File: src/rtl/core/ssco_pkg.sv
package ssco_pkg;
  localparam int COORD_WIDTH = 16;
  localparam int FRAC_BITS   = 16;
  localparam int OUT_WIDTH   = 36;
  localparam int DW  = COORD_WIDTH + 1;
  localparam int PW  = 2 * DW;
  localparam int SW  = PW + 2;
  localparam int MW  = 2 * SW;
  localparam int QW  = FRAC_BITS + 1;
  localparam int HW  = SW / 2;
  localparam int UD  = FRAC_BITS + 8;
  localparam int NSTG = FRAC_BITS + 11;
  localparam int IN_BITS  = 12 * COORD_WIDTH;
  localparam int OUT_BITS = ((3 * OUT_WIDTH + 7) / 8) * 8;

  typedef logic signed [DW-1:0] crd_t;

  typedef struct packed {
    crd_t [2:0] u;
    crd_t [2:0] v;
    crd_t [2:0] w;
  } uvw_t;

  typedef struct packed {
    logic signed [SW-1:0] a;
    logic signed [SW-1:0] b;
    logic signed [SW-1:0] c;
    logic signed [SW-1:0] d;
    logic signed [SW-1:0] e;
  } dot_t;

  typedef struct packed {
    logic signed [MW-1:0] sn;
    logic signed [MW-1:0] sd;
    logic signed [MW-1:0] tn;
    logic signed [MW-1:0] td;
  } frac_t;
endpackage

File: src/rtl/core/ssco_mul.sv
module ssco_mul (
  input  logic                           clk,
  input  logic                           en,
  input  logic signed [ssco_pkg::SW-1:0] a,
  input  logic signed [ssco_pkg::SW-1:0] b,
  output logic signed [ssco_pkg::MW-1:0] p
);
  localparam int HW = ssco_pkg::HW;
  localparam int SW = ssco_pkg::SW;
  localparam int MW = ssco_pkg::MW;

  logic signed [SW+HW-1:0] ph_r;
  logic signed [SW+HW:0]   pl_r;
  logic signed [MW-1:0]    p_r;

  always_ff @(posedge clk) begin
    if (en) begin
      ph_r <= a * $signed(b[SW-1:HW]);
      pl_r <= a * $signed({1'b0, b[HW-1:0]});
      p_r  <= $signed({ph_r, {HW{1'b0}}}) + MW'(pl_r);
    end
  end

  assign p = p_r;
endmodule

File: config.mk
export PLATFORM = sky130hd
export DESIGN_NAME = ssco_mul
export DESIGN_NICKNAME = d
export VERILOG_FILES = /design/src/rtl/core/ssco_pkg.sv /design/src/rtl/core/ssco_mul.sv
export SDC_FILE = /design/constraint.sdc
export NUM_CORES = 2
export LEC_CHECK = 0
export BUFFER_PORTS_ARGS = -buffer_cell sky130_fd_sc_hd__buf_2
export CAP_MARGIN = 15
export CORE_MARGIN = 5
export CORE_UTILIZATION = 35
export CTS_CLUSTER_SIZE = 14
export DETAILED_ROUTE_END_ITERATION = 7
export PLACE_DENSITY = 0.51
export SLEW_MARGIN = 20
export SYNTH_ARGS = -nofsm -noshare
export SYNTH_HDL_FRONTEND = slang
export SYNTH_SLANG_ARGS = --single-unit
File: constraint.sdc
create_clock -name clk -period 13.8 [get_ports clk]
set_clock_uncertainty 0.15 [all_clocks]
set_input_delay 2.76 -clock clk [delete_from_list [all_inputs] [get_ports clk]]
set_output_delay 2.76 -clock clk [all_outputs]
set_load 0.05 [all_outputs]
==> flow_summary.toml <==
[setup_path]
rr_worst_depth = 13
path_buf_inv = 4
cp_max_fo = 36
cp.required_ns = 13.94
critical_path_depth = 22
max_stage_delay_ns = 0.73
path_delay_family = "adder cells"
crit_chain = "buf_2 > nand2_1 > fa_1 > fa_1 > fa_1 > inv_1 > fa_1 > fa_1 > inv_1 > fa_1 > inv_1 > ha_1 > and3_1 > nand2_1 > nor4_1 > o2111ai_1 > and3_2 > a31oi_1 > a41o_1 > nor2_1 > o31ai_1 > xor2_1"
cp_slowest_cell = "buf_2"
start_kind = "primary input"
cpMostUsedCell = "fa_1"
end_kind = "flip-flop"
critical_path_arrival_ns = 10.19
critPathKind = "primary input to flip-flop"

[place]
dpl.cell_count = 7721
gp_congestion = 0.9049
port_buffers = 145
pre_cts_slack_ns = 3.092
hpwl_um = 118000

[grt]
met3_usage_pct = 3.396
grt-busiest-layer = "met2"
globalRoute.totalOverflow = 0
grt_antenna_before_repair = 19
grt_util_met2_pct = 33.03
gr-usage-met1_pct = 27.54
grt_pass1_vias = 41818
grt_first_pass_wirelength_um = 247700
grt_usage_pct = 19.89
grt_start_max_net_pins = 74

[timing]
tightestPinTransition_ns = 1.094
relSlewSlack_pct = 27.08
fin_crit_ns = 10.05
rsz0062_at_grt = "no"
drv_slew = 0
setup_viol = 0
post-route-period-util_pct = 72.84
tns_ns = 0
max_freq_mhz = 99.49
finalHoldViolCount = 0
setup_ws_ns = 3.748

[floorplanning]
fp.dieH_um = 400.6
ioPinCount = 146
rows = 143
die_w_um = 400.6
core_sq_um = 151700
dieArea_sq_um = 160500
start_util_pct = 35.19

[detailed_routing]
post_drt_wl_per_cell_um = 19.91
antenna_left = 0
dr_total_vias = 37784
totalWireLength_um = 154500
routed_via_density = 4.870
first_pass_iters = 6
drc = 0
dr.first_iter.drc_count = 2386

[synth]
synth_commonest_cells = "inv_1, fa_1, nand2_1"
ys_types = 70
synth.most_common_cell = "inv_1"
yosys.area.top_type_share_pct = 46.45
yosysTopAreaCell = "fa_1"
netlist_area_sq_um = 53390
synth-seq-cells = 181
synth_edf_count = 181
syn_nets = 7444
yosysSeqAreaShare_pct = 10.18
syn-instance-count = 5814
synthTopCellsByArea = "fa_1, inv_1, edfxtp_1"
synth.avg_cell_area_sq_um = 9.184
ys_warn_count = 0
synthFlopType = "edfxtp_1"
async_flop_share_pct = 0

[clocking]
clk_pin_slew_ns = 0.08
cts_inserted_buffers = 17
clk_latency_ns = 0.55
cts_setup_buffers = 0
cts_tree = "built"
clockBufferDepth = 2
cts_num_sinks = 181
h-tree-depth = 4
ctsRootBufferMaster = "clkbuf_16"
postCtsResizedCells = 0
ctsHoldBuffers = 0

[outcome]
outcome = "complete, no violations"

[final_layout]
syn_to_final_growth_pct = 5.694
drive_gt1_share_pct = 4.036
fin_nets = 7340
finalNonFillerCells = 7759
final_core_util_pct = 37.19

[worst_hold_path]
min_path_cells = 0
hp-class = "flip-flop to flip-flop"

[run]
maxCapViolCount = 0
## per-stage QoR
stage / cell area, sq um / hold WS, ns
2_1_floorplan: 53390 / 0.2503
3_3_place_gp: 55810 / 0.2505
3_5_place_dp: 55810 / 0.2545
4_1_cts: 56420 / 0.2644
5_1_grt: 56420 / 0.2723
6_report: 56430 / 0.2703
## per-layer routing
| layer | routed length, um | up-vias |
|---|---|---|
| met4 | 2656 | 12 |
| met2 | 72760 | 1012 |
| met1 | 69670 | 19783 |
| li1 | - | 16812 |
| met5 | 80 | - |
| met3 | 9285 | 165 |
## state kept, by name, summed over array words and instances, names as in the netlist
| name | cells |
|---|---|
| p | 72 |
| ph_r | 54 |
| pl_r | 55 |
## cell type report
class / count / area (sq um)
Inverter: 1493 / 5604
Multi-Input combinational cell: 3831 / 41190
Tap cell: 2030 / 2540
Timing Repair Buffer: 186 / 1042
Fill cell: 15564 / 95290
Clock buffer: 17 / 425.4
Sequential cell: 181 / 5435
Clock inverter: 15 / 180.2
Antenna cell: 6 / 15.01
## kinds of logic after synthesis
logic type                 count (synthesis)  synth area share [%]
buffers and inverters                   1802                 12.67
and+or+nand+nor                         1653                 14.97
muxes                                      5               0.09374
AOI/OAI and AO/OA                        468                 5.753
xor gates and xnor gates                 149                 2.444
adders and majority gates               1556                 53.88
DFF                                      181                 10.18
## cell usage in the layout, fill, tap and decap left out, types with 85 or more instances in the layout
cell      instances
inv_1          1490
edfxtp_1        181
xnor2_1         104
fa_1           1239
a21o_1           85
nor2_1          125
buf_2           144
a21oi_1         136
ha_1            317
nand2_1         793
and2_1          565
## path summary, 6_finish.rpt
path	from	endpoint	slack [ns]
hold / removal	pl_r[14]$_DFFE_PP_	p[14]$_DFFE_PP_	0.27
setup / recovery	b[22]	ph_r[50]$_DFFE_PP_	3.75
setup reg to reg	ph_r[0]$_DFFE_PP_	p[60]$_DFFE_PP_	9.49
hold reg to reg	pl_r[14]$_DFFE_PP_	p[14]$_DFFE_PP_	0.27
Power is left out: the tool's default activity adds up to more than one toggle a clock period on the data nets, which glitch-free logic cannot reach.
